## src/design/ptp_pkg.sv

```systemverilog
// ----------------------------------------------------------------------------
// ptp_pkg
// Types and constants shared by the periodic task timer pool.
// ----------------------------------------------------------------------------
`default_nettype none

package ptp_pkg;

  localparam int DIV_W = 32;

  localparam logic [1:0] REQ_START     = 2'd0;
  localparam logic [1:0] REQ_START_PWM = 2'd1;
  localparam logic [1:0] REQ_STOP      = 2'd2;
  localparam logic [1:0] REQ_EXPIRY    = 2'd3;

  localparam logic [1:0] ST_OK      = 2'd0;
  localparam logic [1:0] ST_RUNNING = 2'd1;
  localparam logic [1:0] ST_NO_FREE = 2'd2;
  localparam logic [1:0] ST_RANGE   = 2'd3;

  localparam logic [2:0] TASK_NONE  = 3'd0;
  localparam logic [2:0] TASK_SP    = 3'd1;
  localparam logic [2:0] TASK_FP    = 3'd2;
  localparam logic [2:0] TASK_PROBE = 3'd4;
  localparam logic [2:0] TASK_DAC   = 3'd5;

  localparam logic [2:0] ACT_NONE  = 3'd0;
  localparam logic [2:0] ACT_SP    = 3'd1;
  localparam logic [2:0] ACT_FP    = 3'd2;
  localparam logic [2:0] ACT_SWEEP = 3'd3;
  localparam logic [2:0] ACT_DAC   = 3'd4;

  localparam logic [8:0]  CLK_SLOW_BASE = 9'd400;
  localparam logic [8:0]  CLK_FAST_BASE = 9'd1;
  localparam logic [11:0] QUS_PER_MS    = 12'd4000;
  localparam logic [6:0]  PCT_FULL      = 7'd100;
  // ceil(2^30 / 100): exact divide by 100 for products below 2^23
  localparam logic [23:0] PCT_RECIP     = 24'd10737419;

  typedef enum logic [1:0] {
    DIV_TICKS,
    DIV_RUNS
  } ptp_div_sel_t;

  typedef struct packed {
    logic [1:0]  req_type;
    logic [1:0]  slot;
    logic [2:0]  task_kind;
    logic [15:0] duration_ms;
    logic [30:0] period_qus;
    logic [6:0]  duty_pct;
  } ptp_in_t;

  typedef struct packed {
    logic [1:0]  status;
    logic [1:0]  slot_used;
    logic        clock_sel;
    logic [1:0]  divider_idx;
    logic [2:0]  expander_idx;
    logic [15:0] compare_out;
    logic [2:0]  action;
    logic        stopped;
  } ptp_out_t;

  typedef struct packed {
    logic         load;
    logic         check;
    logic         srch_clr;
    logic         srch_step;
    logic         range_fail;
    logic         div_go;
    ptp_div_sel_t div_sel;
    logic         div_take;
    logic         duty_take;
    logic         commit;
    logic         publish;
  } ptp_cmd_t;

  typedef struct packed {
    logic start_ok;
    logic hit;
    logic last;
    logic div_done;
    logic pwm;
  } ptp_sts_t;

endpackage

`default_nettype wire

```

## src/design/ptp_div.sv

```systemverilog
// ----------------------------------------------------------------------------
// ptp_div
// Restoring divider, one quotient bit per cycle.
// ----------------------------------------------------------------------------
`default_nettype none

module ptp_div
  import ptp_pkg::*;
(
  input  wire logic             clk,
  input  wire logic             rst,
  input  wire logic             go,
  input  wire logic [DIV_W-1:0] dividend,
  input  wire logic [DIV_W-1:0] divisor,
  output logic      [DIV_W-1:0] quot,
  output logic                  done
);

  localparam int CW = $clog2(DIV_W);

  logic [DIV_W-1:0] rem;
  logic [DIV_W-1:0] dvs;
  logic [CW-1:0]    cnt;
  logic             busy;
  logic [DIV_W:0]   trial;
  logic [DIV_W:0]   diff;
  logic             ge;

  always_comb begin
    trial = {rem, quot[DIV_W-1]};
    diff  = trial - {1'b0, dvs};
    ge    = trial >= {1'b0, dvs};
  end

  always_ff @(posedge clk) begin
    if (rst) begin
      busy <= 1'b0;
      done <= 1'b0;
      cnt  <= '0;
    end else if (go) begin
      busy <= 1'b1;
      done <= 1'b0;
      cnt  <= '0;
    end else if (busy) begin
      cnt <= cnt + 1'b1;
      if (cnt == CW'(DIV_W - 1)) begin
        busy <= 1'b0;
        done <= 1'b1;
      end
    end
  end

  always_ff @(posedge clk) begin
    if (go) begin
      rem  <= '0;
      quot <= dividend;
      dvs  <= divisor;
    end else if (busy) begin
      rem  <= ge ? diff[DIV_W-1:0] : trial[DIV_W-1:0];
      quot <= {quot[DIV_W-2:0], ge};
    end
  end

endmodule

`default_nettype wire

```

## src/design/ptp_datapath.sv

```systemverilog
// ----------------------------------------------------------------------------
// ptp_datapath
// Slot state, prescaler search, shared divider and result registers.
// ----------------------------------------------------------------------------
`default_nettype none

module ptp_datapath
  import ptp_pkg::*;
#(
  parameter int NUM_SLOTS    = 4,
  parameter int COUNTER_SPAN = 65536
) (
  input  wire logic     clk,
  input  wire logic     rst,
  input  wire ptp_in_t  req,
  input  wire ptp_cmd_t cmd,
  output ptp_sts_t      sts,
  output ptp_out_t      rsp
);

  logic [2:0]  slot_task         [NUM_SLOTS];
  logic [29:0] slot_runs_left    [NUM_SLOTS];
  logic [15:0] slot_period_ticks [NUM_SLOTS];
  logic [15:0] slot_duty_ticks   [NUM_SLOTS];
  logic [15:0] slot_compare      [NUM_SLOTS];

  ptp_in_t              cur;
  ptp_out_t             res;
  ptp_out_t             res_chk;
  ptp_out_t             res_set;
  logic [5:0]           srch_idx;
  logic [15:0]          ticks;
  logic [29:0]          runs;
  logic [15:0]          duty_t;
  logic                 csel;
  logic [1:0]           didx;
  logic [2:0]           eidx;
  logic [NUM_SLOTS-1:0] free_sel;
  logic [1:0]           free_idx;
  ptp_div_sel_t         div_sel_q;

  logic                 is_start;
  logic                 run_found;
  logic [1:0]           run_idx;
  logic                 free_found;
  logic [1:0]           free_idx_c;
  logic [NUM_SLOTS-1:0] free_sel_c;
  logic [NUM_SLOTS-1:0] hit_sel;
  logic                 slot_ok;
  logic [2:0]           sl_task;
  logic [29:0]          sl_runs;
  logic [15:0]          sl_period;
  logic [15:0]          sl_duty;
  logic [15:0]          sl_cmp;
  logic                 exp_clear;
  logic [2:0]           exp_task;
  logic [15:0]          exp_duty;
  logic [15:0]          exp_cmp_old;
  logic [15:0]          exp_cmp;
  logic [2:0]           exp_act;
  logic [8:0]           base;
  logic [15:0]          m_cur;
  logic [32:0]          lim;
  logic [16:0]          dur_d;
  logic [28:0]          d4000;
  logic [6:0]           duty_c;
  logic [22:0]          dprod;
  logic [22:0]          dprod_q;
  logic [46:0]          duty_mul;
  logic [DIV_W-1:0]     dvd;
  logic [DIV_W-1:0]     dvs;
  logic [DIV_W-1:0]     quot;
  logic                 div_done;

  always_comb begin
    run_found  = 1'b0;
    run_idx    = '0;
    free_found = 1'b0;
    free_idx_c = '0;
    free_sel_c = '0;
    hit_sel    = '0;
    sl_task    = '0;
    sl_runs    = '0;
    sl_period  = '0;
    sl_duty    = '0;
    sl_cmp     = '0;
    for (int s = 0; s < NUM_SLOTS; s++) begin
      if (!run_found && cur.task_kind != TASK_NONE && slot_task[s] == cur.task_kind) begin
        run_found = 1'b1;
        run_idx   = 2'(s);
      end
      if (!free_found && slot_task[s] == TASK_NONE) begin
        free_found    = 1'b1;
        free_idx_c    = 2'(s);
        free_sel_c[s] = 1'b1;
      end
      if (32'(cur.slot) == 32'(s)) begin
        hit_sel[s] = 1'b1;
        sl_task    = slot_task[s];
        sl_runs    = slot_runs_left[s];
        sl_period  = slot_period_ticks[s];
        sl_duty    = slot_duty_ticks[s];
        sl_cmp     = slot_compare[s];
      end
    end
    slot_ok = |hit_sel;
  end

  always_comb begin
    exp_clear   = sl_runs == '0;
    exp_task    = exp_clear ? TASK_NONE : sl_task;
    exp_duty    = exp_clear ? 16'd0 : sl_duty;
    exp_cmp_old = exp_clear ? 16'd0 : sl_cmp;
    exp_cmp     = exp_cmp_old;
    if (exp_duty != 16'd0) begin
      exp_cmp = (exp_cmp_old == exp_duty) ? sl_period - exp_duty : exp_duty;
    end
    case (exp_task)
      TASK_SP:    exp_act = ACT_SP;
      TASK_FP:    exp_act = ACT_FP;
      TASK_PROBE: exp_act = ACT_SWEEP;
      TASK_DAC:   exp_act = ACT_DAC;
      default:    exp_act = ACT_NONE;
    endcase
  end

  always_comb begin
    is_start = cur.req_type == REQ_START || cur.req_type == REQ_START_PWM;
    res_chk  = '0;
    if (is_start) begin
      if (cur.task_kind == TASK_NONE) begin
        res_chk.status = ST_RUNNING;
      end else if (run_found) begin
        res_chk.status    = ST_RUNNING;
        res_chk.slot_used = run_idx;
      end else begin
        res_chk.status = ST_NO_FREE;
      end
    end else begin
      res_chk.slot_used = cur.slot;
      if (slot_ok) begin
        if (cur.req_type == REQ_STOP) begin
          res_chk.stopped = 1'b1;
        end else begin
          res_chk.stopped     = exp_clear;
          res_chk.compare_out = exp_cmp;
          res_chk.action      = exp_act;
        end
      end
    end
  end

  always_comb begin
    res_set = '0;
    if (cmd.range_fail) begin
      res_set.status = ST_RANGE;
    end else begin
      res_set.status       = ST_OK;
      res_set.slot_used    = free_idx;
      res_set.clock_sel    = csel;
      res_set.divider_idx  = didx;
      res_set.expander_idx = eidx;
      res_set.compare_out  = ticks;
    end
  end

  always_comb begin
    base  = srch_idx[5] ? CLK_SLOW_BASE : CLK_FAST_BASE;
    m_cur = (16'(base) * (16'(srch_idx[2:0]) + 16'd1)) << srch_idx[4:3];
    lim   = 33'(m_cur) * 33'(COUNTER_SPAN);
    dur_d = (cur.req_type == REQ_START_PWM) ? {cur.duration_ms, 1'b0}
                                            : {1'b0, cur.duration_ms};
    d4000 = 29'(dur_d) * 29'(QUS_PER_MS);
    duty_c   = (cur.duty_pct > PCT_FULL) ? PCT_FULL : cur.duty_pct;
    dprod    = 23'(duty_c) * 23'(ticks);
    duty_mul = 47'(dprod_q) * 47'(PCT_RECIP);
    case (cmd.div_sel)
      DIV_TICKS: begin
        dvd = DIV_W'(cur.period_qus);
        dvs = DIV_W'(m_cur);
      end
      default: begin
        dvd = DIV_W'(d4000);
        dvs = DIV_W'(cur.period_qus);
      end
    endcase
  end

  assign sts.start_ok = is_start && cur.task_kind != TASK_NONE && !run_found && free_found;
  assign sts.hit      = cur.period_qus != '0 && 33'(cur.period_qus) < lim;
  assign sts.last     = srch_idx == 6'h3f;
  assign sts.div_done = div_done;
  assign sts.pwm      = cur.req_type == REQ_START_PWM;

  ptp_div u_div (
    .clk      (clk),
    .rst      (rst),
    .go       (cmd.div_go),
    .dividend (dvd),
    .divisor  (dvs),
    .quot     (quot),
    .done     (div_done)
  );

  always_ff @(posedge clk) begin
    if (rst) begin
      for (int s = 0; s < NUM_SLOTS; s++) begin
        slot_task[s]         <= '0;
        slot_runs_left[s]    <= '0;
        slot_period_ticks[s] <= '0;
        slot_duty_ticks[s]   <= '0;
        slot_compare[s]      <= '0;
      end
    end else if (cmd.check && !is_start) begin
      for (int s = 0; s < NUM_SLOTS; s++) begin
        if (hit_sel[s]) begin
          if (cur.req_type == REQ_STOP || exp_clear) begin
            slot_task[s]       <= '0;
            slot_runs_left[s]  <= '0;
            slot_duty_ticks[s] <= '0;
            slot_compare[s]    <= '0;
          end else begin
            slot_runs_left[s] <= sl_runs - 30'd1;
            slot_compare[s]   <= exp_cmp;
          end
        end
      end
    end else if (cmd.commit) begin
      for (int s = 0; s < NUM_SLOTS; s++) begin
        if (free_sel[s]) begin
          slot_task[s]         <= cur.task_kind;
          slot_runs_left[s]    <= runs;
          slot_period_ticks[s] <= ticks;
          slot_compare[s]      <= ticks;
          slot_duty_ticks[s]   <= sts.pwm ? duty_t : 16'd0;
        end
      end
    end
  end

  always_ff @(posedge clk) begin
    if (cmd.load) begin
      cur <= req;
    end
    if (cmd.srch_clr) begin
      srch_idx <= '0;
      free_sel <= free_sel_c;
      free_idx <= free_idx_c;
    end else if (cmd.srch_step) begin
      srch_idx <= srch_idx + 6'd1;
    end
    if (cmd.div_go) begin
      div_sel_q <= cmd.div_sel;
      if (cmd.div_sel == DIV_TICKS) begin
        csel <= srch_idx[5];
        didx <= srch_idx[4:3];
        eidx <= srch_idx[2:0];
      end
    end
    if (cmd.div_take) begin
      case (div_sel_q)
        DIV_TICKS: ticks <= quot[15:0];
        default:   runs  <= quot[29:0];
      endcase
    end
    dprod_q <= dprod;
    if (cmd.duty_take) begin
      duty_t <= duty_mul[45:30];
    end
    if (cmd.check) begin
      res <= res_chk;
    end else if (cmd.range_fail || cmd.commit) begin
      res <= res_set;
    end
    if (cmd.publish) begin
      rsp <= res;
    end
  end

endmodule

`default_nettype wire

```

## src/design/ptp_ctrl.sv

```systemverilog
// ----------------------------------------------------------------------------
// ptp_ctrl
// Request sequencer: check, prescaler search, divisions, PWM duty, commit, output.
// ----------------------------------------------------------------------------
`default_nettype none

module ptp_ctrl
  import ptp_pkg::*;
(
  input  wire logic     clk,
  input  wire logic     rst,
  input  wire logic     in_valid,
  output logic          in_stall,
  output logic          out_valid,
  input  wire logic     out_stall,
  input  wire ptp_sts_t sts,
  output ptp_cmd_t      cmd
);

  typedef enum logic [2:0] {
    S_IDLE,
    S_CHECK,
    S_SEARCH,
    S_TICKS,
    S_RUNS,
    S_DUTY,
    S_COMMIT,
    S_OUT
  } state_t;

  state_t state;
  logic   out_free;

  assign out_free = !out_valid || !out_stall;
  assign in_stall = state != S_IDLE;

  always_comb begin
    cmd         = '0;
    cmd.div_sel = DIV_TICKS;
    case (state)
      S_IDLE:   cmd.load = in_valid;
      S_CHECK: begin
        if (sts.start_ok) cmd.srch_clr = 1'b1;
        else cmd.check = 1'b1;
      end
      S_SEARCH: begin
        if (sts.hit) begin
          cmd.div_go  = 1'b1;
          cmd.div_sel = DIV_TICKS;
        end else if (!sts.last) begin
          cmd.srch_step = 1'b1;
        end else begin
          cmd.range_fail = 1'b1;
        end
      end
      S_TICKS: begin
        cmd.div_take = sts.div_done;
        cmd.div_go   = sts.div_done;
        cmd.div_sel  = DIV_RUNS;
      end
      S_RUNS: begin
        cmd.div_take = sts.div_done;
        cmd.div_sel  = DIV_RUNS;
      end
      S_DUTY:   cmd.duty_take = 1'b1;
      S_COMMIT: cmd.commit = 1'b1;
      S_OUT:    cmd.publish = out_free;
      default:  cmd = '0;
    endcase
  end

  always_ff @(posedge clk) begin
    if (rst) begin
      state     <= S_IDLE;
      out_valid <= 1'b0;
    end else begin
      if (state == S_OUT && out_free) out_valid <= 1'b1;
      else if (out_valid && !out_stall) out_valid <= 1'b0;
      case (state)
        S_IDLE:   if (in_valid) state <= S_CHECK;
        S_CHECK:  state <= sts.start_ok ? S_SEARCH : S_OUT;
        S_SEARCH: begin
          if (sts.hit) state <= S_TICKS;
          else if (sts.last) state <= S_OUT;
        end
        S_TICKS:  if (sts.div_done) state <= S_RUNS;
        S_RUNS:   if (sts.div_done) state <= sts.pwm ? S_DUTY : S_COMMIT;
        S_DUTY:   state <= S_COMMIT;
        S_COMMIT: state <= S_OUT;
        S_OUT:    if (out_free) state <= S_IDLE;
        default:  state <= S_IDLE;
      endcase
    end
  end

endmodule

`default_nettype wire

```

## src/design/periodic_task_timer_pool.sv

```systemverilog
// ----------------------------------------------------------------------------
// periodic_task_timer_pool
// Four-slot periodic task timer pool with prescaler search and run counts.
// ----------------------------------------------------------------------------
// Stop, expiry and rejected starts: check, then output; no search or division.
// Accepted start: check, search (1 to 64 settings, one setting per cycle), then
// the two divisions on the shared serial divider, a duty step for PWM, commit, output.
// Out-of-range period: result after the full 64-step search.
// One request in flight; the next is taken once the result is registered.
// Reset: synchronous, all slots stopped and cleared.
`default_nettype none

module periodic_task_timer_pool
  import ptp_pkg::*;
#(
  parameter int NUM_SLOTS    = 4,
  parameter int COUNTER_SPAN = 65536
) (
  input  wire logic    clk,
  input  wire logic    rst,
  input  wire logic    req_valid,
  output logic         req_stall,
  input  wire ptp_in_t req,
  output logic         rsp_valid,
  input  wire logic    rsp_stall,
  output ptp_out_t     rsp
);

  ptp_cmd_t cmd;
  ptp_sts_t sts;

  ptp_ctrl u_ctrl (
    .clk       (clk),
    .rst       (rst),
    .in_valid  (req_valid),
    .in_stall  (req_stall),
    .out_valid (rsp_valid),
    .out_stall (rsp_stall),
    .sts       (sts),
    .cmd       (cmd)
  );

  ptp_datapath #(
    .NUM_SLOTS    (NUM_SLOTS),
    .COUNTER_SPAN (COUNTER_SPAN)
  ) u_dp (
    .clk (clk),
    .rst (rst),
    .req (req),
    .cmd (cmd),
    .sts (sts),
    .rsp (rsp)
  );

endmodule

`default_nettype wire

```

## config.mk

```make
export PLATFORM = sky130hd
export DESIGN_NAME = periodic_task_timer_pool
export DESIGN_NICKNAME = d
export VERILOG_FILES = /design/src/design/ptp_pkg.sv /design/src/design/ptp_div.sv /design/src/design/ptp_datapath.sv /design/src/design/ptp_ctrl.sv /design/src/design/periodic_task_timer_pool.sv
export SDC_FILE = /design/constraint.sdc
export NUM_CORES = 2
export LEC_CHECK = 0
export ABC_CLOCK_PERIOD_IN_PS = 8000
export BUFFER_PORTS_ARGS = -buffer_cell sky130_fd_sc_hd__buf_2
export CAP_MARGIN = 30
export CORE_MARGIN = 2
export CORE_UTILIZATION = 65
export DETAILED_ROUTE_END_ITERATION = 16
export PLACE_DENSITY = 0.82
export SYNTH_ARGS = -nofsm -noshare
export SYNTH_HDL_FRONTEND = slang
export SYNTH_SLANG_ARGS = --single-unit
```

## constraint.sdc

```tcl
create_clock -name clk -period 8 [get_ports clk]
set_clock_uncertainty 0.1 [all_clocks]
set_input_delay 1.2 -clock clk [delete_from_list [all_inputs] [get_ports clk]]
set_output_delay 1.2 -clock clk [all_outputs]
set_load 0.1 [all_outputs]
```

==> results.ini <==
[setup_path]
regToRegSetupSlack_ps = 570
start_kind = flop
max_stage_delay_ps = 580
required_ps = 8300
worstPathArrival_ps = 7730
crit_chain = inv_1, ha_1, inv_1, fa_1, ha_1, inv_1, fa_1, fa_1, inv_1, fa_1, inv_1, fa_1, inv_1, ha_1, and3_1, a221oi_1, o221ai_1, o21ai_1, o21ai_0, a221oi_1, o211ai_1, a21oi_1, xnor2_1
worstReg2RegEnd = u_dp.duty_t[15]
setup.worst_path.end = u_dp.duty_t[15]
reg2reg_depth = 23
r2r_start = u_dp.dprod_q[3]
crit_top_cell = inv_1
slowest_stage = a221oi_1
cp-end-kind = flop
critPathLaunch = u_dp.dprod_q[3]
crit_type = flop to flop
worst-path-max-fanout = 8

[sta]
hold_viol = 0
fin_hold_ws_ps = 322
worst_pin_slew_ps = 1050
finalSetupViolCount = 0
slew_headroom_pct = 29.9
slew_viol_final = 0
rsz0062_at_grt = no
finalCriticalPeriod_ps = 7430
finalSetupTns_ps = 0
max_freq_mhz = 135
finalCritPeriodShare_pct = 92.9

[route]
antenna_left = 0
route.detailed.drc = 0
vias_per_cell = 6.29
wl_per_cell_um = 22.5
wl_um = 116000
num_vias = 32400
drt_pass1_iterations = 7
drt_iter0_drc = 3204

[cts]
htreeDepth = 3
insertion_delay_ps = 650
cts.clk_slew.worst_paths_ps = 60
postCtsSetupBuffers = 0
clock-sinks = 655
cts_tree = built
numCtsBuffers = 71
ctsRootBufferMaster = clkbuf_16
clockBufferDepth = 3

[grt]
grt_overflow_total = 0
grt_pass1_vias = 32800
grt_max_degree = 91
antenna_found_initial = 4
grt_usage_pct = 32.2
grt_pass1_wl_um = 182000

[die]
fp-row-count = 97
io_pins = 97
die_area_mm2 = 0.0729
die_height_um = 270
core_mm2 = 0.0700
die_w_um = 270
start_util_pct = 65.6

[cells_and_area]
final_common_cell = edfxtp_1
nets = 4956
syn_to_final_growth_pct = 8.72
drive_above_1_share_pct = 9.56
layout_common_cells = 558 x edfxtp_1, 485 x inv_1, 422 x nand2_1

[synth]
ys_types = 92
synthFlopType = edfxtp_1
synthArstFlopShare_pct = 0
yosys_warnings = 0
synthAdderAreaFrac_pct = 25.3
synth-simple-area-share_pct = 11.2
netlist_top_cells_area = edfxtp_1 36%, fa_1 14%, ha_1 11%
synth_seq_cells = 655
synth_cells = 4110
muxShareOfSynthArea_pct = 4.64
yosys.area.top_type = edfxtp_1
syn-num-nets = 4909
synth_compound_area_share_pct = 9.83
synth_top_cell_area_share_pct = 36.5
synth_xor_xnor_area_share_pct = 2.76
synth_top_family_by_area = adder cells
synth_edf_count = 558
avgSynthCellArea_um2 = 11.2
yosysSeqAreaShare_pct = 40.7
mappedNetlistArea_mm2 = 0.0460

[placement]
dp_hpwl_um = 82200
gp_congestion = 0.974
io_buffers = 96

[flow_run]
drv_cap = 0

[outcome]
outcome = finished, final reports clean

[hold_path]
hp-class = flop to flop

-- worst min path at each step --
stage | start | to | slack, ps | cells after the start
floorplan | u_dp.res[0] | u_dp.rsp[0] | 300 | 0
global placement | u_dp.res[8] | u_dp.rsp[8] | 300 | 0
detailed placement | u_dp.res[27] | u_dp.rsp[27] | 310 | 0
CTS | u_dp.res[27] | u_dp.rsp[27] | 320 | 0
global route | u_dp.res[7] | u_dp.rsp[7] | 330 | 0
finish | u_dp.res[27] | u_dp.rsp[27] | 320 | 0
-- stage by stage --
step	utilization (%)	cells	cell area [µm²]	setup WS (ps)
2_1_floorplan	-	4110	46000	1230
4_1_cts	71.4	5156	50000	467
3_5_place_dp	67.7	5024	47400	466
5_1_grt	71.4	5156	50000	51.5
3_3_place_gp	67.7	5022	47400	566
6_report	71.4	5160	50000	572
-- Yosys cell counts, drive strengths merged (18+ instances only) --
cell      n
edfxtp  558
inv     486
nand2   423
ha      410
fa      324
o21ai   291
nor2    198
a21oi   165
clkbuf  134
and3    120
dfxtp    97
and2     86
xnor2    85
mux4     81
xor2     60
o21bai   53
nor3     47
a21o     41
buf      38
nand3    38
nand2b   33
a31oi    28
mux2i    28
nor2b    26
nor4     24
nand4    18
o21a     18
-- cell type report --
type	count	area, µm²
fill	4759	20100
timing repair buffer	146	892
clock inverter	49	666
clock buffer	83	1880
inverter	489	1840
multi-input combinational	2794	24800
tap	940	1180
sequential	655	18700
antenna	4	10.0
-- critical path, delay by kind of cell (launching register included) --
kind / cells / cell delay [ps]
AND/OR/NAND/NOR: 1 / 190
flip-flops: 1 / 530
XOR/XNOR: 1 / 80
adder cells (fa/ha/maj): 8 / 3320
AO/OA/AOI/OAI: 7 / 2510
buffers and inverters: 6 / 480
-- metal layers --
metal / up-vias / wire (µm) / GRT usage [%]
met5: - / 0 / 0
li1: 14500 / - / -
met3: 342 / 12900 / 6.61
met4: 0 / 4290 / 11.9
met2: 1880 / 54000 / 51.7
met1: 15800 / 44900 / 43.6
-- flip-flops by register name (all words and copies together), names as in the netlist, 4 cells and up --
register                count
u_dp.slot_runs_left       120
u_dp.slot_compare          64
u_dp.slot_duty_ticks       64
u_dp.slot_period_ticks     64
u_dp.cur                   61
u_dp.u_div.quot            32
u_dp.u_div.rem             32
u_dp.u_div.dvs             31
u_dp.res                   30
u_dp.rsp                   30
u_dp.runs                  30
u_dp.dprod_q               23
u_dp.duty_t                16
u_dp.ticks                 16
u_dp.slot_task             12
u_dp.srch_idx               6
u_dp.u_div.cnt              5
u_dp.free_sel               4
-- kinds of logic (layout without fill, tap and decap cells) --
kind of cell | count (synthesis) | in the layout
other cells | 0 | 4
flops | 655 | 655
xor+xnor | 145 | 145
fa+ha+maj | 734 | 734
simple gates | 1073 | 1073
mux | 111 | 111
buf+inv | 661 | 767
compound gates | 731 | 731
-- timing repair --
item	4_1_cts	5_1_grt
resized for setup	0	1
setup endpoints to repair	0	4
hold buffers	0	0
Power is left out: the tool's default activity adds up to more than one toggle a clock period on the data nets, which glitch-free logic cannot reach.
